`config.mk`:
```
export PLATFORM = sky130hd
export DESIGN_NAME = qra_fifo
export DESIGN_NICKNAME = d
export VERILOG_FILES = /design/src/qra_pkg.sv /design/src/qra_fifo.sv
export SDC_FILE = /design/constraint.sdc
export NUM_CORES = 1
export LEC_CHECK = 0
export ABC_AREA = 1
export BUFFER_PORTS_ARGS = -buffer_cell sky130_fd_sc_hd__buf_4
export CORE_MARGIN = 5
export CORE_UTILIZATION = 52
export DETAILED_ROUTE_END_ITERATION = 8
export PLACE_DENSITY_LB_ADDON = 0.2
export SKIP_CTS_REPAIR_TIMING = 1
export SYNTH_ARGS = -nofsm -noshare
export SYNTH_HDL_FRONTEND = slang
export SYNTH_SLANG_ARGS = --single-unit
export TNS_END_PERCENT = 10
```
`constraint.sdc`:
```
create_clock -name clk -period 6.6 [get_ports clk]
set_clock_uncertainty 0.2 [all_clocks]
set_input_delay 0.66 -clock clk [delete_from_list [all_inputs] [get_ports clk]]
set_output_delay 0.66 -clock clk [all_outputs]
set_load 0.02 [all_outputs]
```
`src/qra_pkg.sv`:
```
// Types, constants and table functions shared by the quaternion rotation
// accumulator modules. No dependencies.
package qra_pkg;

    localparam int CW = 36;          // CORDIC datapath width
    localparam int HW = 34;          // reduced half angle width, Q30

    localparam logic signed [63:0] GAIN_Q30    = 64'sd652032874;
    localparam logic signed [63:0] PI_Q30      = 64'sd3373259426;
    localparam logic signed [63:0] HALF_PI_Q30 = 64'sd1686629713;

    typedef struct packed {
        logic signed [15:0] axis_x;
        logic signed [15:0] axis_y;
        logic signed [15:0] axis_z;
        logic signed [15:0] angle;
    } in_t;

    typedef struct packed {
        logic signed [15:0] m00;
        logic signed [15:0] m01;
        logic signed [15:0] m02;
        logic signed [15:0] m10;
        logic signed [15:0] m11;
        logic signed [15:0] m12;
        logic signed [15:0] m20;
        logic signed [15:0] m21;
        logic signed [15:0] m22;
        logic               degenerate;
    } out_t;

    typedef struct packed {
        logic signed [15:0]   axis_x;
        logic signed [15:0]   axis_y;
        logic signed [15:0]   axis_z;
        logic signed [HW-1:0] half_angle;
        logic                 flip;
    } work_t;

    typedef struct packed {
        logic               start;
        logic signed [63:0] op_a;
        logic signed [63:0] op_b;
    } mul_req_t;

    typedef struct packed {
        logic               done;
        logic signed [63:0] prod;
    } mul_rsp_t;

    typedef struct packed {
        logic [1:0] a;
        logic [1:0] b;
        logic [1:0] c;
        logic       neg;
    } ham_t;

    typedef enum logic [3:0] {
        BK_IDLE,
        BK_CORDIC,
        BK_AXIS,
        BK_HAM,
        BK_SQ,
        BK_SQRT,
        BK_NORM,
        BK_DIV_SETUP,
        BK_DIV,
        BK_DIV_END,
        BK_MAT,
        BK_OUT
    } back_state_t;

    function automatic logic [31:0] atan_q30(input logic [4:0] i);
        case (i)
            5'd0:    return 32'd843314857;
            5'd1:    return 32'd497837829;
            5'd2:    return 32'd263043837;
            5'd3:    return 32'd133525159;
            5'd4:    return 32'd67021687;
            5'd5:    return 32'd33543516;
            5'd6:    return 32'd16775851;
            5'd7:    return 32'd8388437;
            5'd8:    return 32'd4194283;
            5'd9:    return 32'd2097149;
            5'd10:   return 32'd1048576;
            5'd11:   return 32'd524288;
            5'd12:   return 32'd262144;
            5'd13:   return 32'd131072;
            5'd14:   return 32'd65536;
            5'd15:   return 32'd32768;
            5'd16:   return 32'd16384;
            5'd17:   return 32'd8192;
            5'd18:   return 32'd4096;
            5'd19:   return 32'd2048;
            5'd20:   return 32'd1024;
            5'd21:   return 32'd512;
            5'd22:   return 32'd256;
            5'd23:   return 32'd128;
            default: return 32'd0;
        endcase
    endfunction

    // Hamilton product schedule: c[c] (+/-)= a[a] * b[b]
    function automatic ham_t ham_entry(input logic [3:0] j);
        case (j)
            4'd0:    return '{a: 2'd0, b: 2'd0, c: 2'd0, neg: 1'b0};
            4'd1:    return '{a: 2'd1, b: 2'd1, c: 2'd0, neg: 1'b1};
            4'd2:    return '{a: 2'd2, b: 2'd2, c: 2'd0, neg: 1'b1};
            4'd3:    return '{a: 2'd3, b: 2'd3, c: 2'd0, neg: 1'b1};
            4'd4:    return '{a: 2'd0, b: 2'd1, c: 2'd1, neg: 1'b0};
            4'd5:    return '{a: 2'd1, b: 2'd0, c: 2'd1, neg: 1'b0};
            4'd6:    return '{a: 2'd2, b: 2'd3, c: 2'd1, neg: 1'b0};
            4'd7:    return '{a: 2'd3, b: 2'd2, c: 2'd1, neg: 1'b1};
            4'd8:    return '{a: 2'd0, b: 2'd2, c: 2'd2, neg: 1'b0};
            4'd9:    return '{a: 2'd2, b: 2'd0, c: 2'd2, neg: 1'b0};
            4'd10:   return '{a: 2'd3, b: 2'd1, c: 2'd2, neg: 1'b0};
            4'd11:   return '{a: 2'd1, b: 2'd3, c: 2'd2, neg: 1'b1};
            4'd12:   return '{a: 2'd0, b: 2'd3, c: 2'd3, neg: 1'b0};
            4'd13:   return '{a: 2'd3, b: 2'd0, c: 2'd3, neg: 1'b0};
            4'd14:   return '{a: 2'd1, b: 2'd2, c: 2'd3, neg: 1'b0};
            4'd15:   return '{a: 2'd2, b: 2'd1, c: 2'd3, neg: 1'b1};
            default: return '{a: 2'd0, b: 2'd0, c: 2'd0, neg: 1'b0};
        endcase
    endfunction

    // Matrix products: yy zz xx xy zw xz yw yz xw (w=0 x=1 y=2 z=3)
    function automatic logic [3:0] mat_pair(input logic [3:0] j);
        case (j)
            4'd0:    return {2'd2, 2'd2};
            4'd1:    return {2'd3, 2'd3};
            4'd2:    return {2'd1, 2'd1};
            4'd3:    return {2'd1, 2'd2};
            4'd4:    return {2'd3, 2'd0};
            4'd5:    return {2'd1, 2'd3};
            4'd6:    return {2'd2, 2'd0};
            4'd7:    return {2'd2, 2'd3};
            4'd8:    return {2'd1, 2'd0};
            default: return {2'd0, 2'd0};
        endcase
    endfunction

    function automatic logic signed [63:0] rnd64(input logic signed [63:0] v,
                                                 input int unsigned s);
        return (v + (64'sd1 <<< (s - 1))) >>> s;
    endfunction

    function automatic logic signed [15:0] sat16(input logic signed [63:0] v);
        if (v > 64'sd32767)
            return 16'sh7fff;
        if (v < -64'sd32768)
            return 16'sh8000;
        return v[15:0];
    endfunction

endpackage

```
`src/qra_fifo.sv`:
```
// Two-entry queue between front and back.
// Depends on qra_pkg.
module qra_fifo (
    input  logic            clk,
    input  logic            rst_n,
    input  logic            push,
    input  qra_pkg::work_t  din,
    output logic            full,
    input  logic            pop,
    output logic            nonempty,
    output qra_pkg::work_t  dout
);

    qra_pkg::work_t mem_reg [2];
    logic           wr_ptr_reg;
    logic           rd_ptr_reg;
    logic [1:0]     count_reg;

    assign full     = (count_reg == 2'd2);
    assign nonempty = (count_reg != 2'd0);
    assign dout     = mem_reg[rd_ptr_reg];

    always_ff @(posedge clk or negedge rst_n)
    begin
        if (!rst_n)
        begin
            wr_ptr_reg <= 1'b0;
            rd_ptr_reg <= 1'b0;
            count_reg  <= 2'd0;
        end
        else
        begin
            if (push)
                wr_ptr_reg <= !wr_ptr_reg;
            if (pop)
                rd_ptr_reg <= !rd_ptr_reg;
            if (push && !pop)
                count_reg <= count_reg + 2'd1;
            else if (pop && !push)
                count_reg <= count_reg - 2'd1;
        end
    end

    always_ff @(posedge clk)
    begin
        if (push)
            mem_reg[wr_ptr_reg] <= din;
    end

endmodule

```
== Word level (Yosys, flattened, before mapping) ==
Memories as Yosys holds them, arrays and structs flattened.
Cells that the tools add are included.

* Add/sub/neg operators: 2
* Multipliers: 0
* Div/mod/pow operators: 0
* $lt $le $gt $ge: 0
* Eq/ne operators: 1
* Shifts and indexed selects: 0
* Mux-type cells: 4
* Bitwise logic cells: 0
* Reductions and logical operators: 8

{| class="wikitable"
|+ Operator list
! cell !! count
|-
| logical NOT 1 bit || 4
|-
| two-way mux 2 bit || 2
|-
| nonzero test 2 bit || 2
|-
| adder 2 x 1 -> 2 bit (second input constant) || 1
|-
| equality test 2 bit (second input constant) || 1
|-
| logical AND 1 bit || 2
|-
| two-way mux 1 bit || 2
|-
| subtractor 2 x 1 -> 2 bit (second input constant) || 1
|}

* Register bits after elaboration: 4
* Bits in latches: 0
* Memory bits (writable): 166
* Bits in read-only memories: 0
* Input port bits: 87
* Output and inout bits: 85
* Word-level logic and storage cells: 19
* Memories: 1

{| class="wikitable"
|+ Memories
! name !! words !! width !! rd ports !! clocked after memory_dff !! wr ports !! RTL line !! source
|-
| mem_reg || 2 || 83 || 1 || 0 || 1 || qra_fifo.sv:14 || <nowiki>qra_pkg::work_t mem_reg [2];</nowiki>
|}

== Longest topological paths before layout ==
* Depth after elaboration: 4
* Mapped depth: 7
* Gate-level depth less buffers: 7

== Worst setup path after synthesis ==
No wires, ideal clock.

* Kind: input to register
* From: input push
* To: memory mem_reg[0][0] (netlist bit) (enable)
* Setup time: 0.527 ns
* Data arrival time: 4.177 ns
* Required time: 5.873 ns
* Path slack: 1.696 ns
* Stages: 2
* Path buffers: 0
* Path through: inv_1 -> nor2_1

* Cells in the longest elaborated chain, start to end: 2

{| class="wikitable"
|+ RTL lines
! element !! RTL line !! source
|-
| start, declared || qra_fifo.sv:6 || <nowiki>input logic push,</nowiki>
|-
| two-way mux 1 bit || qra_fifo.sv:46 || <nowiki>if (push)</nowiki>
|-
| two-way mux 1 bit (implied by the code) || qra_fifo.sv:47 || <nowiki>mem_reg[wr_ptr_reg] <= din;</nowiki>
|-
| end, declared || qra_fifo.sv:14 ||
|}

No other way between the ends.

==> key figures <==
Global route
  • Met1 Track Usage GR: a little under a fifth
  • Global-route met3 utilization: roughly 7.6%
  • First-pass GRT wire length: between 15000 and 20000 microns
  • Total gr overflow: 0
  • Largest net degree at the start of global routing: 56
  • Top Usage Layer GRT: met2
  • GRT Util Overall: 15.9%
  • Met2 usage: roughly a quarter
  • Initial antenna violation count: 0
  • Vias in the first global route: ~3400

Critical path
  • CP Max Fanout: slightly above 50
  • Slowest CP cell: dfrtp_4
  • CP Cell Sequence: buf_4 > mux2_2 > buf_4
  • Critical Path Max Stage Delay: 0.96 ns
  • Most frequent CP cell: buf_4
  • Critical path endpoint category: output port
  • CP Data Arrival Time: roughly 2.6 ns
  • Crit path kind: flip-flop to output port
  • CP top delay family: flip-flops
  • CP startpoint kind: flip-flop
  • Bufs and invs on worst path: 2
  • Required time worst endpoint: approximately 5.7 ns

Power
  • Switching power: between 1 and 1.5 mW
  • Switching Fraction: approximately 30%
  • Clk pwr share: 25.3%
  • Power per cell area: about 450 mW/mm^2
  • Reg power frac: between 40 and 50%
  • P_int: approximately 2.7 mW
  • Peak supply drop: 0.000250 V
  • Comb power frac: 33.6%
  • Leakage: roughly 3.4 nW

Timing
  • Slew Viols, Final: 0
  • Sum Neg Setup Slack: 0 ns
  • RSZ-0062 raised after global routing: false
  • Final hold violations: 0
  • Setup WS post-layout: between 3 and 4 ns
  • Worst-Margin Slew: a little under 1 ns
  • Fmax: around 0.29 GHz
  • Setup violations, final: 0
  • Fin crit share: approximately 53%
  • Slew HR: 34.2%
  • Tmin final: 3.47 ns

Logic synthesis
  • Leading area contributor after synthesis: edfxtp_1
  • EDFF count, synth: 166
  • Yosys reg bits: 170
  • Seq/Total Area, Yosys: roughly four fifths
  • Post-synthesis cell count: approximately 280
  • Synth top cells by count: edfxtp_1, mux2_4, mux2_2
  • Post-Synthesis Cell Area: about 0.0064 sq mm
  • Most frequent cell after synthesis: edfxtp_1
  • Count of cell types in the netlist: 14
  • Post-synth ARST share: 2.35%
  • Area contributors post-synth: edfxtp_1, mux2_4, mux2_2
  • Synth Warn #: 0
  • Top FF cell, synth: edfxtp_1
  • Synthesized area per cell: between 20 and 25 sq um
  • Area share of the largest cell type after synthesis: between 70 and 80%
  • Post-Syn Nets: 371

Route
  • Remaining DRCs: 0
  • Routed WL: 11400 microns
  • DRT antenna net count: 0
  • Vias/cell: 4.94
  • Average wire per standard cell: between 15 and 20 microns
  • Vias: ~3200
  • DRT iter0 DRCs: approximately 240
  • Router iterations before antenna repair: 6

Floorplan
  • Chip Height: ~120 microns
  • Die area: between 0.01 and 0.015 sq mm
  • Core footprint: 0.0121 sq mm
  • Row count: 40
  • IO Pins: ~170
  • Initial core utilization: between 50% and 60%
  • Chip width: about 120 microns

Cells and area
  • Flip-flop and latch area: 0.00509 sq mm
  • Fillers: 785
  • Final Instance Count excl. Fillers: 649
  • Final #Nets: ~560
  • Ant. Diodes: 0
  • P&R area growth vs syn: 31.6%
  • Max reg flops: between 150 and 200
  • Share of cells above drive strength 1: 60.1%
  • Multi-input logic area: 0.00125 sq mm

CTS
  • Worst skew pair latency: slightly above 0.4 ns
  • Clock root buffer master: clkbuf_16
  • TritonCTS clock tree: done
  • Clk sinks: between 150 and 200
  • Clock transition at path regs: ~0.060 ns
  • Clock tree buffer depth: 2
  • Inserted Clock Buffers: 17
  • # H-tree levels: 4

Worst hold path
  • Worst Hold Class: input port to flip-flop

Placed design
  • Placed cell count: between 600 and 700
  • HPWL after DPL: approximately 7700 microns
  • Pre-CTS setup slack: approximately 3.5 ns
  • Placer Congestion: 0.713
  • # port buffers: between 150 and 200

Status
  • Status: completed

Job
  • Max cap viols: 0
-- stage by stage --
step | cell area, sq um | power (mW) | utilization [%] | hold WS (ns)
after global placement | 7880 | 2.87 | 65.3 | 0.257
after global routing | 8470 | 3.98 | 70.2 | 0.196
after detailed placement | 7880 | 2.89 | 65.3 | 0.260
after CTS | 8460 | 3.86 | 70.2 | -0.187
after floorplan | 6440 | 2.44 | - | 0.164
final | 8470 | 3.81 | 70.2 | 0.220
-- worst paths after layout --
check	startpoint	endpoint	slack (ns)	depth (start not counted)
max	rd_ptr_reg	dout[75]	3.13	3
min	pop	rd_ptr_reg	0.22	2
max reg2reg	wr_ptr_reg	mem_reg[0][53]	4.09	2
min reg2reg	count_reg[1]	count_reg[1]	0.28	2
max in group asynchronous	rst_n	rd_ptr_reg	5.69	2
min in group asynchronous	rst_n	count_reg[0]	0.39	2
-- power groups by stage --
stage / Combinational (mW) / Clock (mW) / Sequential, mW
floorplan: 0.923 / 0 / 1.51
global placement: 1.29 / 0 / 1.58
detailed placement: 1.30 / 0 / 1.59
CTS: 1.31 / 0.982 / 1.57
global route: 1.35 / 1.04 / 1.59
finish: 1.28 / 0.967 / 1.56
-- cell type report --
type | count | share of cell area, %
repair buffers | 175 | 15.5
multi-input cells | 97 | 14.7
flip-flops and latches | 170 | 60.1
clock inverters | 15 | 1.86
inverters | 7 | 0.325
well taps | 168 | 2.48
clock buffers | 17 | 5.02
-- layer usage --
layer  vias up  share of wire [%]
met5         -                  0
met4         0                1.8
met2       134                 50
li1       1477                  -
met3        19                9.7
met1      1573                 39
-- cell usage in the layout, fill, tap and decap left out, drive strengths merged --
master and count:
ha 1, nand3 1, clkinvlp 3, nand4 1, bufinv 3, xnor2 1
mux2 83, dlygate4sd3 1, nor2 2, xor2 2, buf 174, inv 6
clkbuf 17, nand2 6, dfrtp 4, clkinv 10, edfxtp 166
-- cell families (layout without fill, tap and decap cells) --
family	after synthesis	count (layout)	synth area share (%)
buffers and inverters	16	214	1.79
and+or+nand+nor	10	10	0.641
muxes	83	83	18.0
DFF	170	170	79.0
adders and majority gates	1	1	0.194
xor gates and xnor gates	3	3	0.408
(Power assumes the default switching activity.)
