## config.mk

```make
export PLATFORM = sky130hd
export DESIGN_NAME = qra_mul
export DESIGN_NICKNAME = d
export VERILOG_FILES = /design/src/qra_pkg.sv /design/src/qra_mul.sv
export SDC_FILE = /design/constraint.sdc
export NUM_CORES = 2
export LEC_CHECK = 0
export ABC_AREA = 0
export BUFFER_PORTS_ARGS = -buffer_cell sky130_fd_sc_hd__buf_2
export CAP_MARGIN = 10
export CORE_ASPECT_RATIO = 1.4
export CORE_MARGIN = 1.5
export CORE_UTILIZATION = 45
export CTS_BUF_LIST = sky130_fd_sc_hd__clkbuf_4
export DETAILED_ROUTE_END_ITERATION = 10
export PLACE_DENSITY_LB_ADDON = 0.08
export SYNTH_ARGS = -nofsm -noshare
export SYNTH_HDL_FRONTEND = slang
export SYNTH_SLANG_ARGS = --single-unit
```

## constraint.sdc

```tcl
create_clock -name clk -period 10.17 [get_ports clk]
set_input_delay 3.051 -clock clk [delete_from_list [all_inputs] [get_ports clk]]
set_output_delay 3.051 -clock clk [all_outputs]
set_load 0.02 [all_outputs]
```

## src/qra_pkg.sv

```systemverilog
// Types, constants and table functions shared by the quaternion rotation
// accumulator modules. No dependencies.
package qra_pkg;

    localparam int CW = 36;          // CORDIC datapath width
    localparam int HW = 34;          // reduced half angle width, Q30

    localparam logic signed [63:0] GAIN_Q30    = 64'sd652032874;
    localparam logic signed [63:0] PI_Q30      = 64'sd3373259426;
    localparam logic signed [63:0] HALF_PI_Q30 = 64'sd1686629713;

    typedef struct packed {
        logic signed [15:0] axis_x;
        logic signed [15:0] axis_y;
        logic signed [15:0] axis_z;
        logic signed [15:0] angle;
    } in_t;

    typedef struct packed {
        logic signed [15:0] m00;
        logic signed [15:0] m01;
        logic signed [15:0] m02;
        logic signed [15:0] m10;
        logic signed [15:0] m11;
        logic signed [15:0] m12;
        logic signed [15:0] m20;
        logic signed [15:0] m21;
        logic signed [15:0] m22;
        logic               degenerate;
    } out_t;

    typedef struct packed {
        logic signed [15:0]   axis_x;
        logic signed [15:0]   axis_y;
        logic signed [15:0]   axis_z;
        logic signed [HW-1:0] half_angle;
        logic                 flip;
    } work_t;

    typedef struct packed {
        logic               start;
        logic signed [63:0] op_a;
        logic signed [63:0] op_b;
    } mul_req_t;

    typedef struct packed {
        logic               done;
        logic signed [63:0] prod;
    } mul_rsp_t;

    typedef struct packed {
        logic [1:0] a;
        logic [1:0] b;
        logic [1:0] c;
        logic       neg;
    } ham_t;

    typedef enum logic [3:0] {
        BK_IDLE,
        BK_CORDIC,
        BK_AXIS,
        BK_HAM,
        BK_SQ,
        BK_SQRT,
        BK_NORM,
        BK_DIV_SETUP,
        BK_DIV,
        BK_DIV_END,
        BK_MAT,
        BK_OUT
    } back_state_t;

    function automatic logic [31:0] atan_q30(input logic [4:0] i);
        case (i)
            5'd0:    return 32'd843314857;
            5'd1:    return 32'd497837829;
            5'd2:    return 32'd263043837;
            5'd3:    return 32'd133525159;
            5'd4:    return 32'd67021687;
            5'd5:    return 32'd33543516;
            5'd6:    return 32'd16775851;
            5'd7:    return 32'd8388437;
            5'd8:    return 32'd4194283;
            5'd9:    return 32'd2097149;
            5'd10:   return 32'd1048576;
            5'd11:   return 32'd524288;
            5'd12:   return 32'd262144;
            5'd13:   return 32'd131072;
            5'd14:   return 32'd65536;
            5'd15:   return 32'd32768;
            5'd16:   return 32'd16384;
            5'd17:   return 32'd8192;
            5'd18:   return 32'd4096;
            5'd19:   return 32'd2048;
            5'd20:   return 32'd1024;
            5'd21:   return 32'd512;
            5'd22:   return 32'd256;
            5'd23:   return 32'd128;
            default: return 32'd0;
        endcase
    endfunction

    // Hamilton product schedule: c[c] (+/-)= a[a] * b[b]
    function automatic ham_t ham_entry(input logic [3:0] j);
        case (j)
            4'd0:    return '{a: 2'd0, b: 2'd0, c: 2'd0, neg: 1'b0};
            4'd1:    return '{a: 2'd1, b: 2'd1, c: 2'd0, neg: 1'b1};
            4'd2:    return '{a: 2'd2, b: 2'd2, c: 2'd0, neg: 1'b1};
            4'd3:    return '{a: 2'd3, b: 2'd3, c: 2'd0, neg: 1'b1};
            4'd4:    return '{a: 2'd0, b: 2'd1, c: 2'd1, neg: 1'b0};
            4'd5:    return '{a: 2'd1, b: 2'd0, c: 2'd1, neg: 1'b0};
            4'd6:    return '{a: 2'd2, b: 2'd3, c: 2'd1, neg: 1'b0};
            4'd7:    return '{a: 2'd3, b: 2'd2, c: 2'd1, neg: 1'b1};
            4'd8:    return '{a: 2'd0, b: 2'd2, c: 2'd2, neg: 1'b0};
            4'd9:    return '{a: 2'd2, b: 2'd0, c: 2'd2, neg: 1'b0};
            4'd10:   return '{a: 2'd3, b: 2'd1, c: 2'd2, neg: 1'b0};
            4'd11:   return '{a: 2'd1, b: 2'd3, c: 2'd2, neg: 1'b1};
            4'd12:   return '{a: 2'd0, b: 2'd3, c: 2'd3, neg: 1'b0};
            4'd13:   return '{a: 2'd3, b: 2'd0, c: 2'd3, neg: 1'b0};
            4'd14:   return '{a: 2'd1, b: 2'd2, c: 2'd3, neg: 1'b0};
            4'd15:   return '{a: 2'd2, b: 2'd1, c: 2'd3, neg: 1'b1};
            default: return '{a: 2'd0, b: 2'd0, c: 2'd0, neg: 1'b0};
        endcase
    endfunction

    // Matrix products: yy zz xx xy zw xz yw yz xw (w=0 x=1 y=2 z=3)
    function automatic logic [3:0] mat_pair(input logic [3:0] j);
        case (j)
            4'd0:    return {2'd2, 2'd2};
            4'd1:    return {2'd3, 2'd3};
            4'd2:    return {2'd1, 2'd1};
            4'd3:    return {2'd1, 2'd2};
            4'd4:    return {2'd3, 2'd0};
            4'd5:    return {2'd1, 2'd3};
            4'd6:    return {2'd2, 2'd0};
            4'd7:    return {2'd2, 2'd3};
            4'd8:    return {2'd1, 2'd0};
            default: return {2'd0, 2'd0};
        endcase
    endfunction

    function automatic logic signed [63:0] rnd64(input logic signed [63:0] v,
                                                 input int unsigned s);
        return (v + (64'sd1 <<< (s - 1))) >>> s;
    endfunction

    function automatic logic signed [15:0] sat16(input logic signed [63:0] v);
        if (v > 64'sd32767)
            return 16'sh7fff;
        if (v < -64'sd32768)
            return 16'sh8000;
        return v[15:0];
    endfunction

endpackage

```

## src/qra_mul.sv

```systemverilog
// Shared 64x64 multiplier, low 64 bits, one 32x32 partial product a cycle.
// Depends on qra_pkg.
module qra_mul (
    input  logic               clk,
    input  logic               rst_n,
    input  qra_pkg::mul_req_t  req,
    output qra_pkg::mul_rsp_t  rsp
);

    logic [63:0] a_reg;
    logic [63:0] b_reg;
    logic [63:0] pp_reg;
    logic [63:0] acc_reg;
    logic [1:0]  cnt_reg;
    logic        run_reg;
    logic        done_reg;

    logic [31:0] ma;
    logic [31:0] mb;
    logic [63:0] prod;

    assign ma   = (cnt_reg == 2'd2) ? a_reg[63:32] : a_reg[31:0];
    assign mb   = (cnt_reg == 2'd1) ? b_reg[63:32] : b_reg[31:0];
    assign prod = {32'd0, ma} * {32'd0, mb};

    always_ff @(posedge clk or negedge rst_n)
    begin
        if (!rst_n)
        begin
            run_reg  <= 1'b0;
            done_reg <= 1'b0;
            cnt_reg  <= 2'd0;
        end
        else if (req.start)
        begin
            run_reg  <= 1'b1;
            done_reg <= 1'b0;
            cnt_reg  <= 2'd0;
        end
        else if (run_reg)
        begin
            cnt_reg  <= cnt_reg + 2'd1;
            run_reg  <= (cnt_reg != 2'd3);
            done_reg <= (cnt_reg == 2'd3);
        end
        else
        begin
            done_reg <= 1'b0;
        end
    end

    always_ff @(posedge clk)
    begin
        if (req.start)
        begin
            a_reg   <= req.op_a;
            b_reg   <= req.op_b;
            acc_reg <= 64'd0;
        end
        else if (run_reg)
        begin
            if (cnt_reg == 2'd0)
                pp_reg <= prod;
            else
                pp_reg <= {prod[31:0], 32'd0};
            if (cnt_reg != 2'd0)
                acc_reg <= acc_reg + pp_reg;
        end
    end

    assign rsp.done = done_reg;
    assign rsp.prod = acc_reg;

endmodule

```

== Word level (Yosys, flattened, before mapping) ==
Index checks and enable logic that the tools add are counted.
Storage, ports and cells
  register bits: 260
  word-level logic and storage cells: 30
Operators by class
  reduce and logical (&&, ||, !) cells: 5
  $mul: 1
  add/subtract/negate cells: 2
  bitwise gates (word level): 1
  muxes and demuxes: 9
  equal/unequal tests: 4
Operators by type and width (number)
  adder 64 bit: 1
  multiplier 32 x 32 -> 64 bit: 1
  two-way mux 32 bit: 2
  two-way mux 64 bit: 1
  equality test 2 bit (second input constant): 2
  two-way mux 1 bit: 4
  two-way mux 2 bit: 2
  AND reduction 2 bit: 2
  nonzero test 2 bit: 2
  adder 2 x 1 -> 2 bit (second input constant): 1
  equality test 2 x 1 -> 1 bit (second input constant): 1
  logical NOT 2 bit: 1
  != test 2 bit (second input constant): 1
  inverter 1 bit: 1

== Longest topological paths before layout ==
  depth after elaboration: 4
  mapped depth: 35
  depth with buffers taken out: 31

== Worst setup path after synthesis ==
No wires, ideal clock.
  path kind: flip-flop to flip-flop
  start: register cnt_reg[0]
  end: register pp_reg[60], data pin
  clock period less this slack: 9160 ps
  stages on the path, launching flop included: 34
  arrival time: 8900 ps
  slack: 1010 ps
  required time: 9910 ps
  setup time: 260 ps
  cells stage by stage: dfrtp_1 inv_1 ha_1 clkbuf_1 buf_1 mux2i_1 clkbuf_1 nor2_1 fa_1 inv_1 fa_1 inv_1 fa_1 inv_1 fa_1 inv_1 fa_1 fa_1 fa_1 inv_1 fa_1 inv_1 ha_1 clkbuf_1 nand4_1 nor4_2 nand2_1 o211ai_1 a221o_1 o2111ai_1 a211oi_1 a31o_2 xor2_1 mux2_2
Between the ends
  word-level cells in the longest chain between the ends: 4
  elaborated cells between the ends (all ways): 7
Ends and longest elaborated chain
  start: declaration: line qra_mul.sv:14  | logic [1:0] cnt_reg;
  start signal: assignment: line qra_mul.sv:42  | cnt_reg <= cnt_reg + 2'd1;
  equality test 2 bit or equality test 2 x 1 -> 1 bit (tied branches): line qra_mul.sv:22, qra_mul.sv:23
  two-way mux 32 bit, on equally long branches: line qra_mul.sv:22, qra_mul.sv:23
  multiplier 32 x 32 -> 64 bit: line qra_mul.sv:24  | assign prod = {32'd0, ma} * {32'd0, mb};
  two-way mux 64 bit *: line qra_mul.sv:62  | if (cnt_reg == 2'd0)
  end signal: assignment: line qra_mul.sv:63  | pp_reg <= prod;
  end signal: assignment: line qra_mul.sv:65  | pp_reg <= {prod[31:0], 32'd0};
  end: declaration: line qra_mul.sv:12  | logic [63:0] pp_reg;
Every way passes the cells marked *; elsewhere a longest branch is shown, timed or not.
A chain may end at the register's enable or synchronous reset.

== Worst setup path after layout ==
  start: register cnt_reg[0]
  end: register pp_reg[62], data pin
Same word-level chain as after synthesis.

==> metrics.yaml <==
run_status: "complete, no violations"
grt_pass1_vias: 38059
ant_nets: 0
overflow: 0
worst_path_largest_cell_delay_ps: 580
wl_per_cell_um: 24.6
cts_buffer_depth: 3
cts-resized-gates: 0
worstMarginPinSlew_ps: 903
syn-num-nets: 6321
final-max-slew-violation-count: 0
worstSetupEndpointType: "register"
postSynthCellCount: 4963
synth_edf_count: 192
finClkSkew_ps: 123
finalSetupTns_ps: 0
setup_violations: 0
crit_type: "reg2reg"
grt_pass1_wl_mm: 237
clock_latency_ps: 1020
numPortBuffers: 195
ys_types: 77
clk_pin_slew_ps: 70
die_w_um: 273
routabilityCongestion: 0.957
area_delta_synth_final_pct: 8.98
ys_top_cells_by_area: "fa_1 39%, edfxtp_1 13%, ha_1 9.0%"
cts_tree: "yes"
r2r_start: "cnt_reg[0]$_DFFE_PN0P_"
rows: 138
yosys_warnings: 0
start_kind: "register"
drive_gt1_frac: 0.118
crit_fanout: 17
maxCapViolations: 0
cts_inserted_buffers: 68
h-tree-depth: 3
coreArea_um2: 101000
root_buffer: "clkbuf_4"
ios: 196
drt_iter0_drc: 2730
fin_crit_sh: 0.964
synth.top_cell.area_share: 0.392
async_flop_share: 0.0154
die_h_um: 380
grt_usage: 0.314
ys_seq_area_frac: 0.156
drcViolationCount: 0
worstHoldStart: "acc_reg[10]$_SDFFE_PP0P_"
required_ps: 10920
clock-sinks: 260
routed_wirelength_mm: 160
max_slew_margin: 0.381
critical_path.slowest_cell: "mux2_2"
setup_ws_ps: 370
dp_hpwl_mm: 130
antenna_found_initial: 7
initial_utilization: 0.453
finalHoldViolCount: 0
arrival_ps: 10550
synth_area_um2: 45800
syn_avg_cell_area_um2: 9.22
fin_nets: 6494
holdWs_ps: 474
finalCriticalPeriod_ps: 9800
first_pass_iters: 5
final_cell_mix: "930 x inv_1, 897 x fa_1, 679 x nand2_1"
synth_seq_cells: 260
rsz0062_at_grt: "false"
synth_flop_cell: "edfxtp_1"
synth_top_area_cell: "fa_1"
startpoint: "cnt_reg[0]$_DFFE_PN0P_"
dieArea_um2: 104000
pre_cts_slack_ps: 456
grt_max_degree: 74
fmax_ghz: 0.102
final_common_cell: "inv_1"
vias: 35916
vias_per_cell: 5.51
hold_path.class: "reg2reg"
## worst paths after layout
| check | endpoint | slack, ps | cells past startpoint |
|---|---|---|---|
| max | pp_reg[62]$_DFFE_PP_ | 370 | 32 |
| min | acc_reg[10]$_SDFFE_PP0P_ | 470 | 2 |
| max reg2reg | pp_reg[62]$_DFFE_PP_ | 370 | 32 |
| min reg2reg | acc_reg[10]$_SDFFE_PP0P_ | 470 | 2 |
| max in group asynchronous | done_reg$_DFF_PN0_ | 7960 | 1 |
| min in group asynchronous | run_reg$_DFF_PN0_ | 1890 | 1 |
## repair_timing
action,CTS,global route
hold buffers,0,0
endpoints found under the setup margin,0,1
setup buffers,0,1
hold endpoints to repair,0,0
## cell type report
| class | count | area, µm² |
|---|---|---|
| fillers | 9872 | 51100 |
| multi-input cells | 3534 | 34400 |
| flip-flops and latches | 260 | 7150 |
| inverters | 932 | 3500 |
| repair buffers | 340 | 2160 |
| well taps | 1330 | 1660 |
| clock buffers | 95 | 713 |
| clock inverters | 28 | 241 |
| diodes | 5 | 12.5 |
## per-layer routing
metal | up-vias | global-route usage | share of wire
met1 | 18020 | 0.366 | 0.37
met3 | 472 | 0.0582 | 0.074
met2 | 1583 | 0.527 | 0.48
met4 | 8 | 0.206 | 0.079
li1 | 15833 | - | -
met5 | - | 0 | 0.00031
## synth_stat cells (6+ instances only)
cell and instances:
o31ai_1 8, a21o_1 74, a221oi_1 7, buf_2 11
o21ai_1 10, o21ai_0 86, nand2b_1 7, nor3_1 30
xor2_1 36, o21bai_1 24, and4_1 9, nand3_1 50
a211o_1 7, nor4_1 10, inv_1 930, a211oi_1 18
a31o_2 6, clkbuf_1 209, a21boi_0 10, o211ai_1 8
nor2_1 608, or3_1 11, dfxtp_1 64, a21oi_1 179
and3_1 19, fa_1 897, or4_1 7, mux2i_1 70
nor2b_1 15, mux2_2 77, nand4_1 48, xnor2_1 55
nand2_1 680, edfxtp_1 192, ha_1 330, o21a_1 18
and2_1 38, a31oi_1 13, buf_1 16
## stage by stage
step	util	instances	area [µm²]
final	0.494	6524	49900
after global routing	0.494	6522	49900
after CTS	0.493	6518	49800
after detailed placement	0.484	6395	48900
after global placement	0.484	6395	48900
after floorplan	-	4963	45800
## kinds of logic after synthesis
family / count (synthesis) / synth area share
AND/OR/NAND/NOR: 1549 / 0.140
AO/OA/AOI/OAI: 520 / 0.0729
multiplexers: 147 / 0.0343
adder cells (fa/ha/maj): 1227 / 0.483
XOR/XNOR: 91 / 0.0174
buffers and inverters: 1169 / 0.0963
flip-flops: 260 / 0.156
## critical path: cells and delay by family (launching register included)
family,cells,cell delay [ps]
compound gates,5,1620
fa+ha+maj,10,4680
buf+inv,10,1140
flops,1,460
mux,1,580
simple gates,6,1010
Power is left out: the tool's default activity adds up to more than one toggle a clock period on the data nets, which glitch-free logic cannot reach.
