**src/qra_pkg.sv**
```systemverilog
// Types, constants and table functions shared by the quaternion rotation
// accumulator modules. No dependencies.
package qra_pkg;

    localparam int CW = 36;          // CORDIC datapath width
    localparam int HW = 34;          // reduced half angle width, Q30

    localparam logic signed [63:0] GAIN_Q30    = 64'sd652032874;
    localparam logic signed [63:0] PI_Q30      = 64'sd3373259426;
    localparam logic signed [63:0] HALF_PI_Q30 = 64'sd1686629713;

    typedef struct packed {
        logic signed [15:0] axis_x;
        logic signed [15:0] axis_y;
        logic signed [15:0] axis_z;
        logic signed [15:0] angle;
    } in_t;

    typedef struct packed {
        logic signed [15:0] m00;
        logic signed [15:0] m01;
        logic signed [15:0] m02;
        logic signed [15:0] m10;
        logic signed [15:0] m11;
        logic signed [15:0] m12;
        logic signed [15:0] m20;
        logic signed [15:0] m21;
        logic signed [15:0] m22;
        logic               degenerate;
    } out_t;

    typedef struct packed {
        logic signed [15:0]   axis_x;
        logic signed [15:0]   axis_y;
        logic signed [15:0]   axis_z;
        logic signed [HW-1:0] half_angle;
        logic                 flip;
    } work_t;

    typedef struct packed {
        logic               start;
        logic signed [63:0] op_a;
        logic signed [63:0] op_b;
    } mul_req_t;

    typedef struct packed {
        logic               done;
        logic signed [63:0] prod;
    } mul_rsp_t;

    typedef struct packed {
        logic [1:0] a;
        logic [1:0] b;
        logic [1:0] c;
        logic       neg;
    } ham_t;

    typedef enum logic [3:0] {
        BK_IDLE,
        BK_CORDIC,
        BK_AXIS,
        BK_HAM,
        BK_SQ,
        BK_SQRT,
        BK_NORM,
        BK_DIV_SETUP,
        BK_DIV,
        BK_DIV_END,
        BK_MAT,
        BK_OUT
    } back_state_t;

    function automatic logic [31:0] atan_q30(input logic [4:0] i);
        case (i)
            5'd0:    return 32'd843314857;
            5'd1:    return 32'd497837829;
            5'd2:    return 32'd263043837;
            5'd3:    return 32'd133525159;
            5'd4:    return 32'd67021687;
            5'd5:    return 32'd33543516;
            5'd6:    return 32'd16775851;
            5'd7:    return 32'd8388437;
            5'd8:    return 32'd4194283;
            5'd9:    return 32'd2097149;
            5'd10:   return 32'd1048576;
            5'd11:   return 32'd524288;
            5'd12:   return 32'd262144;
            5'd13:   return 32'd131072;
            5'd14:   return 32'd65536;
            5'd15:   return 32'd32768;
            5'd16:   return 32'd16384;
            5'd17:   return 32'd8192;
            5'd18:   return 32'd4096;
            5'd19:   return 32'd2048;
            5'd20:   return 32'd1024;
            5'd21:   return 32'd512;
            5'd22:   return 32'd256;
            5'd23:   return 32'd128;
            default: return 32'd0;
        endcase
    endfunction

    // Hamilton product schedule: c[c] (+/-)= a[a] * b[b]
    function automatic ham_t ham_entry(input logic [3:0] j);
        case (j)
            4'd0:    return '{a: 2'd0, b: 2'd0, c: 2'd0, neg: 1'b0};
            4'd1:    return '{a: 2'd1, b: 2'd1, c: 2'd0, neg: 1'b1};
            4'd2:    return '{a: 2'd2, b: 2'd2, c: 2'd0, neg: 1'b1};
            4'd3:    return '{a: 2'd3, b: 2'd3, c: 2'd0, neg: 1'b1};
            4'd4:    return '{a: 2'd0, b: 2'd1, c: 2'd1, neg: 1'b0};
            4'd5:    return '{a: 2'd1, b: 2'd0, c: 2'd1, neg: 1'b0};
            4'd6:    return '{a: 2'd2, b: 2'd3, c: 2'd1, neg: 1'b0};
            4'd7:    return '{a: 2'd3, b: 2'd2, c: 2'd1, neg: 1'b1};
            4'd8:    return '{a: 2'd0, b: 2'd2, c: 2'd2, neg: 1'b0};
            4'd9:    return '{a: 2'd2, b: 2'd0, c: 2'd2, neg: 1'b0};
            4'd10:   return '{a: 2'd3, b: 2'd1, c: 2'd2, neg: 1'b0};
            4'd11:   return '{a: 2'd1, b: 2'd3, c: 2'd2, neg: 1'b1};
            4'd12:   return '{a: 2'd0, b: 2'd3, c: 2'd3, neg: 1'b0};
            4'd13:   return '{a: 2'd3, b: 2'd0, c: 2'd3, neg: 1'b0};
            4'd14:   return '{a: 2'd1, b: 2'd2, c: 2'd3, neg: 1'b0};
            4'd15:   return '{a: 2'd2, b: 2'd1, c: 2'd3, neg: 1'b1};
            default: return '{a: 2'd0, b: 2'd0, c: 2'd0, neg: 1'b0};
        endcase
    endfunction

    // Matrix products: yy zz xx xy zw xz yw yz xw (w=0 x=1 y=2 z=3)
    function automatic logic [3:0] mat_pair(input logic [3:0] j);
        case (j)
            4'd0:    return {2'd2, 2'd2};
            4'd1:    return {2'd3, 2'd3};
            4'd2:    return {2'd1, 2'd1};
            4'd3:    return {2'd1, 2'd2};
            4'd4:    return {2'd3, 2'd0};
            4'd5:    return {2'd1, 2'd3};
            4'd6:    return {2'd2, 2'd0};
            4'd7:    return {2'd2, 2'd3};
            4'd8:    return {2'd1, 2'd0};
            default: return {2'd0, 2'd0};
        endcase
    endfunction

    function automatic logic signed [63:0] rnd64(input logic signed [63:0] v,
                                                 input int unsigned s);
        return (v + (64'sd1 <<< (s - 1))) >>> s;
    endfunction

    function automatic logic signed [15:0] sat16(input logic signed [63:0] v);
        if (v > 64'sd32767)
            return 16'sh7fff;
        if (v < -64'sd32768)
            return 16'sh8000;
        return v[15:0];
    endfunction

endpackage

```
**src/qra_front.sv**
```systemverilog
// Input stage: takes transactions, forms and range-reduces the half angle.
// Depends on qra_pkg.
module qra_front (
    input  logic            clk,
    input  logic            rst_n,
    input  logic            item_valid,
    output logic            item_stall,
    input  qra_pkg::in_t    item,
    output logic            push,
    input  logic            full,
    output qra_pkg::work_t  work
);

    localparam int HW = qra_pkg::HW;
    localparam logic signed [HW-1:0] HALF_PI = HW'(qra_pkg::HALF_PI_Q30);
    localparam logic signed [HW-1:0] PI      = HW'(qra_pkg::PI_Q30);

    logic           vld_reg;
    qra_pkg::work_t work_reg;
    qra_pkg::work_t work_next;
    logic signed [HW-1:0] h_raw;
    logic           accept;

    assign h_raw      = HW'(item.angle) <<< 17;
    assign push       = vld_reg && !full;
    assign item_stall = vld_reg && full;
    assign accept     = item_valid && !item_stall;
    assign work       = work_reg;

    always_comb
    begin
        work_next.axis_x = item.axis_x;
        work_next.axis_y = item.axis_y;
        work_next.axis_z = item.axis_z;
        if (h_raw > HALF_PI)
        begin
            work_next.half_angle = h_raw - PI;
            work_next.flip       = 1'b1;
        end
        else if (h_raw < -HALF_PI)
        begin
            work_next.half_angle = h_raw + PI;
            work_next.flip       = 1'b1;
        end
        else
        begin
            work_next.half_angle = h_raw;
            work_next.flip       = 1'b0;
        end
    end

    always_ff @(posedge clk or negedge rst_n)
    begin
        if (!rst_n)
            vld_reg <= 1'b0;
        else if (accept)
            vld_reg <= 1'b1;
        else if (push)
            vld_reg <= 1'b0;
    end

    always_ff @(posedge clk)
    begin
        if (accept)
            work_reg <= work_next;
    end

endmodule

```
**config.mk**
```make
export PLATFORM = sky130hd
export DESIGN_NAME = qra_front
export DESIGN_NICKNAME = d
export VERILOG_FILES = /design/src/qra_pkg.sv /design/src/qra_front.sv
export SDC_FILE = /design/constraint.sdc
export NUM_CORES = 1
export LEC_CHECK = 0
export ABC_AREA = 0
export BUFFER_PORTS_ARGS = -buffer_cell sky130_fd_sc_hd__buf_2
export CAP_MARGIN = 25
export CORE_ASPECT_RATIO = 1.4
export CORE_MARGIN = 5
export CORE_UTILIZATION = 49
export DETAILED_ROUTE_END_ITERATION = 8
export GPL_TIMING_DRIVEN = 1
export PLACE_DENSITY = 0.84
export REMOVE_ABC_BUFFERS = 1
export SLEW_MARGIN = 20
export SYNTH_ARGS = -nofsm -noshare
export SYNTH_HDL_FRONTEND = slang
export SYNTH_SLANG_ARGS = --single-unit
```
**constraint.sdc**
```tcl
create_clock -name clk -period 7.77 [get_ports clk]
set_input_delay 1.1655 -clock clk [delete_from_list [all_inputs] [get_ports clk]]
set_output_delay 1.1655 -clock clk [all_outputs]
set_load 0.02 [all_outputs]
```
; ---- Word-level counts from Yosys, hierarchy flattened
; Index checks and enable logic that the tools add are counted.
[classes]
n_mux = 4
order_cmp = 2
add_sub_neg = 2
reduce_logical = 6
[ops]
columns = cell, count
row1 = $mux 35, 2
row2 = $add 33x33->34 const B, 1
row3 = $sub 33x33->34 const B, 1
row4 = $gt 33x32->1 const B, 1
row5 = $lt 33x32->1 const B, 1
row6 = $logic_and 1x1->1, 3
row7 = $logic_not 1->1, 2
row8 = $mux 1, 2
row9 = $reduce_bool 2->1, 1
[word_totals]
word_cells = 20
inputBits = 68
regBits = 84

; ---- Longest topological paths before layout
; Gate-level depths: netlist (run 1).
[logic_depth]
depth_word = 4
mapped_depth = 9
depth_no_buf = 8

; ---- Worst setup path after synthesis (run 1)
; No wires, ideal clock.
[synth_timing]
path_type = input to register
from = input full
to = register work_reg (netlist bit work[14]), enable pin
setup_slack_ns = 2.857
setup_time_ns = 0.501
t_arrival_ns = 4.411
path_stages = 2
path_buffers = 0
required_time_ns = 7.269
path_cell_list = and2_1 > nor2b_1
[synth_via]
elab_chain_len = 3
[synth_lines]
columns = item, line
row1 = start: declaration, qra_front.sv:10  ; input logic full,
row2 = $logic_and 1x1->1, qra_front.sv:26  ; assign item_stall = vld_reg && full;
row3 = $logic_not 1->1, qra_front.sv:27  ; assign accept = item_valid && !item_stall;
row4 = $logic_and 1x1->1, qra_front.sv:27
row5 = named net accept, qra_front.sv:22  ; logic accept;
row6 = end signal: assignment, qra_front.sv:65  ; work_reg <= work_next;
row7 = end: declaration, qra_front.sv:19  ; qra_pkg::work_t work_reg;
; The timed path passes the listed nets, and every way through them passes these cells.
; A chain may end at the register's enable or synchronous reset.

==> metrics.yaml, run 1 <==
hold_buffers: 0
grt_pass1_wl_mm: 10.8
p_int_mw: 0.631
syn_avg_cell_area_um2: 15.5
core_um2: 5900
yosysWarnings: 0
worst_slack_ns: 4.93
place_area_um2: 3640
tightest_slew_ns: 0.661
start_kind: "primary input"
final_cell_mix: "buf_2, edfxtp_1, xnor2_1, nand2_1, clkbuf_8"
finalPower_mw: 0.844
area_growth_pct: 28.5
routedWlPerCell_um: 18.8
clockPowerShare_pct: 31.2
synthArstFlopShare_pct: 1.45
synth_edf_count: 68
cts_tree: "done"
worst_hold_path_type: "in -> async"
ys_seq_area_share_pct: 69.4
seq_area_um2: 2070
ios: 153
cp_max_fo: 12
gr-total-overflow: 0
diodes: 0
die_area_um2: 7760
dpl.hpwl_mm: 6.16
synth_cell_types: 51
drv_slew: 0
first_global_vias: 2034
drc: 0
largest_register_ffs: 68
setup-violations-final: 0
port_buffers: 151
seq_power_share_pct: 52.7
cts-root-buf: "clkbuf_8"
clk_path_buf_depth: 2
cp_cell_sequence: "buf_2, inv_1, ha_1, inv_1, a31oi_1, o41ai_4, inv_2, a32oi_2, xnor2_1"
p_sw_share_pct: 25.2
start_util_pct: 50.4
stdcell_count: 403
num_vias: 2085
placed_cells: 387
clkTransAtPathRegs_ns: 0.07
power_density_nw_per_um2: 221
grt_max_degree: 58
p_leak_nw: 1.63
end_kind: "flip-flop"
skew_ns: 0.00469
clock_latency_ns: 0.33
cts_sinks: 69
slowest_stage: "o41ai_4"
ctsHtreeMaxLevel: 3
clock.fmax_ghz: 0.352
gp_congestion: 0.837
cts_resized: 0
cts_buffers: 9
rsz0062_at_grt: "no"
final_common_cell: "buf_2"
grtUsageTotal_pct: 19.7
fillers: 426
finalCritPeriodShare_pct: 36.6
multi_input_area_um2: 697
die_w_um: 75.9
ant_nets: 0
synth_cells: 192
rows: 33
place_worst_setup_slack_ns: 4.59
slew_headroom_pct: 55.9
cp_common_cell: "inv_1"
fin_area_um2: 3830
crit_type: "in -> reg"
ys.flop_type: "edfxtp_1"
drv_cap: 0
period_minus_slack_ns: 2.84
worstPathArrival_ns: 2.92
ys_ff_latch: 69
firstDrtPassIters: 5
post-cts-setup-buffer-count: 0
p_sw_mw: 0.213
antenna_found_initial: 0
yosys.area.top_type: "edfxtp_1"
fin_nets: 400
die_h_um: 102
wirelength_mm: 7.58
comb_power_share_pct: 16.1
drive_gt1_share_pct: 53.5
synth.area.top_cells: "edfxtp_1, buf_4, xnor2_1"
status: "finished clean"
cp_data_required_time_ns: 7.84
max_stage_delay_ns: 0.53
peakVddDrop_v: 0.000111
setup_tns_ns: 0
vias_per_cell: 5.17
synth_top_area_share_pct: 68.6
netlist_area_um2: 2980
finalHoldViolations: 0
drt_iter0_drc: 108
layer usage:
layer / track usage, % / share of wire [%] / vias to the layer above
met5: 0 / 0 / -
met4: 10.2 / 3.1 / 0
met3: 9.15 / 14 / 18
met2: 31.9 / 50 / 134
met1: 21.1 / 33 / 950
li1: - / - / 983
power by group through the flow:
stage | Clock, mW | Sequential [mW] | Combinational (mW)
after floorplan | 0 | 0.490 | 0.0390
after global placement | 0 | 0.452 | 0.132
after detailed placement | 0 | 0.453 | 0.136
after CTS | 0.269 | 0.445 | 0.137
after global routing | 0.287 | 0.447 | 0.146
final | 0.263 | 0.445 | 0.136
worst paths after layout:
| check | end | slack (ns) | cells after the start | from |
|---|---|---|---|---|
| worst max register to register | work[49] | 5.88 | 3 | vld_reg |
| worst min-delay path | vld_reg | 0.60 | 1 | rst_n |
| worst max-delay path | work[30] | 4.93 | 9 | item[0] |
| min in group clk | vld_reg | 0.72 | 2 | vld_reg |
| max in group asynchronous | vld_reg | 7.09 | 1 | rst_n |
| worst min register to register | vld_reg | 0.72 | 2 | vld_reg |
Yosys cell counts, types with 2 or more instances:
master / number
o21bai_1: 2
a31oi_1: 4
a2bb2oi_1: 7
nand2_1: 11
nand4_1: 2
buf_4: 18
buf_6: 2
a32oi_2: 2
inv_1: 6
clkbuf_1: 2
xor2_1: 2
xnor2_1: 12
a32oi_1: 2
o21ai_0: 2
nor2b_1: 2
ha_1: 4
inv_2: 2
nor3_1: 2
nor2_1: 5
edfxtp_1: 68
buf_2: 4
a21oi_1: 2
area by class of cell:
| class | count | area share (%) |
|---|---|---|
| Sequential cell | 69 | 54.0 |
| Tap cell | 70 | 2.29 |
| Timing Repair Buffer | 152 | 19.9 |
| Clock inverter | 6 | 1.41 |
| Clock buffer | 10 | 3.34 |
| Multi-Input combinational cell | 88 | 18.2 |
| Inverter | 8 | 0.785 |
logic make-up after synthesis:
logic type	synth area share, %
DFF	69.4
AOI/OAI and AO/OA	11.7
buffers and inverters	7.40
and+or+nand+nor	5.51
xor gates and xnor gates	4.12
adders and majority gates	1.68
other	0.126
through the flow:
| step | utilization [%] | hold slack (ns) |
|---|---|---|
| 6_report | 64.8 | 0.596 |
| 5_1_grt | 64.8 | 0.575 |
| 4_1_cts | 64.8 | 0.579 |
| 3_5_place_dp | 61.7 | 0.697 |
| 3_3_place_gp | 61.7 | 0.668 |
| 2_1_floorplan | - | 0.744 |
worst max-delay path: cells and delay by family:
kind / cells / cell delay, ns
compound gates: 3 / 0.96
xor+xnor: 1 / 0.10
fa+ha+maj: 1 / 0.22
buf+inv: 4 / 0.47
Power figures use the tool's default switching activity.
==> run 2, diff against run 1 <==
CORE_UTILIZATION = 41   (was 49)
PLACE_DENSITY = 0.75   (was 0.84)
clock period = 2.49 ns   (was 7.77 ns; I/O delays follow)
==> run 2 against run 1 <==
First-iteration DRC count is 56% lower. Via count grew 0.48%. Sequential power increased to 3.1 times the previous value. Non-clock buffer count increased by 5. Hold slack lost 0.38 ns. Clock skew hardly changed. Clock power grew to 3.0 times the previous value. Total power grew to 3.1 times the previous value. Register-to-register slack lost 4.9 ns. Die area rose by 17%. Critical path depth down 2. Critical path type unchanged.
==> metrics.yaml, run 2 (synthesis gave the netlist of run 1 again) <==
hold_slack_ns: 0.219  # was 0.596 ns
cp_max_fo: 9  # was 12
cp_data_required_time_ns: 2.66  # was 7.84 ns
ctsHtreeMaxLevel: 3  # unchanged
start_kind: "primary input"  # unchanged
slowest_stage: "o41a_1"  # was o41ai_4
first_global_vias: 1976  # was 2034
wirelength_mm: 6.90  # was 7.58 mm
clkTransAtPathRegs_ns: 0.06  # was 0.07 ns
drv_slew: 0  # unchanged
gr-total-overflow: 0  # unchanged
crit_family: "compound AO/OA/AOI/OAI gates"  # unchanged
post-cts-setup-buffer-count: 0  # unchanged
die_area_um2: 9090  # was 7760 um2
worst_slack_ns: 0.617  # was 4.93 ns
fin_nets: 405  # was 400
drv_cap: 0  # unchanged
cts_sinks: 69  # unchanged
drive_gt1_share_pct: 53.9  # was 53.5%
skew_ns: 0.00479  # was 0.00469 ns
cts_tree: "done"  # unchanged
p_leak_nw: 1.65  # was 1.63 nW
firstDrtPassIters: 5  # unchanged
status: "finished clean"  # unchanged
die_h_um: 111  # was 102 um
max_stage_delay_ns: 0.43  # was 0.53 ns
cts-root-buf: "clkbuf_8"  # unchanged
area_growth_pct: 30.6  # was 28.5%
cts_resized: 0  # unchanged
placed_cells: 416  # was 387
cts_buffers: 9  # unchanged
peakVddDrop_v: 0.000300  # was 0.000111 V
place_area_um2: 3710  # was 3640 um2
fillers: 592  # was 426
final_common_cell: "buf_2"  # unchanged
start_util_pct: 42.4  # was 50.4%
rsz0062_at_grt: "no"  # unchanged
vias_per_cell: 4.86  # was 5.17
cp_cell_sequence: "buf_2, o41a_1, o2111ai_1, a21o_2, inv_2, a311o_1, o211ai_1"  # was buf_2, inv_1, ha_1, inv_1, a31oi_1, o41ai_4, inv_2, a32oi_2, xnor2_1
ant_nets: 0  # unchanged
num_vias: 2095  # was 2085
grt_pass1_wl_mm: 10.4  # was 10.8 mm
worstPathArrival_ns: 2.05  # was 2.92 ns
power_density_nw_per_um2: 671  # was 221 nW/um2
diodes: 0  # unchanged
fin_area_um2: 3890  # was 3830 um2
port_buffers: 151  # unchanged
core_um2: 7030  # was 5900 um2
finalHoldViolations: 0  # unchanged
period_minus_slack_ns: 1.87
stdcell_count: 431  # was 403
final_cell_mix: "buf_2, edfxtp_1, xnor2_1, nand2_1, clkbuf_8"  # unchanged
worst_hold_path_type: "in -> reg"  # was in -> async
die_w_um: 82.0  # was 75.9 um
dpl.hpwl_mm: 5.53  # was 6.16 mm
finalCritPeriodShare_pct: 75.2
end_kind: "flip-flop"  # unchanged
gp_congestion: 0.817  # was 0.837
crit_type: "in -> reg"  # unchanged
clock.fmax_ghz: 0.534
largest_register_ffs: 68  # unchanged
setup-violations-final: 0  # unchanged
rows: 36  # was 33
grt_max_degree: 41  # was 58
antenna_found_initial: 0  # unchanged
place_worst_setup_slack_ns: 0.302  # was 4.59 ns
drc: 0  # unchanged
grtUsageTotal_pct: 15.3  # was 19.7%
clk_path_buf_depth: 2  # unchanged
finalPower_mw: 2.61  # was 0.844 mW
routedWlPerCell_um: 16.0  # was 18.8 um
worstPathBufferInverterCount: 2  # was 4
clock_latency_ns: 0.32  # was 0.33 ns
drt_iter0_drc: 48  # was 108
ios: 153  # unchanged
==> run 2: layout make-up <==
type | instances | area (um2) | area share (%)
clock buffer | 11 | 131 | 3.38
clock inverter | 3 | 38.8 | 0.998
inverter | 8 | 30.0 | 0.773
multi-input combinational | 88 | 697 | 17.9
sequential | 69 | 2070 | 53.2
tap | 95 | 119 | 3.06
timing repair buffer | 157 | 803 | 20.7
==> run 2: final timing paths <==
kind / from / to / slack [ns] / depth (start not counted)
max: item[3] / work[22] / 0.62 / 7
min: item[56] / work[75] / 0.22 / 1
max reg2reg: vld_reg / work[44] / 1.02 / 3
min reg2reg: vld_reg / vld_reg / 0.71 / 2
max in group asynchronous: rst_n / vld_reg / 2.05 / 2
min in group asynchronous: rst_n / vld_reg / 0.35 / 2
==> run 2: through the flow <==
step                setup TNS [ns]  util, %
finish                           0     55.3
floorplan                  -110.87        -
CTS                              0     55.3
detailed placement               0     52.7
global placement                 0     52.7
global route                     0     55.3
==> run 2: timing repair <==
action	in CTS	in global routing
hold endpoints to repair	1	0
endpoints found under the setup margin	0	0
hold buffers	1	0
==> run 2: metal layers <==
| layer | global-route usage, % | up-vias | part of all wire [%] | routed length [um] |
|---|---|---|---|---|
| met2 | 26.3 | 122 | 52 | 3600 |
| met5 | 0 | - | 0 | 0 |
| met3 | 6.10 | 10 | 13 | 893 |
| met4 | 7.65 | 0 | 1.9 | 131 |
| li1 | - | 992 | - | - |
| met1 | 15.6 | 971 | 33 | 2280 |
==> run 2: report_power, final <==
group,internal (mW),switching (mW)
Combinational,0.155,0.267
Sequential,1.37,0.0174
Clock,0.447,0.351
Total,1.97,0.636
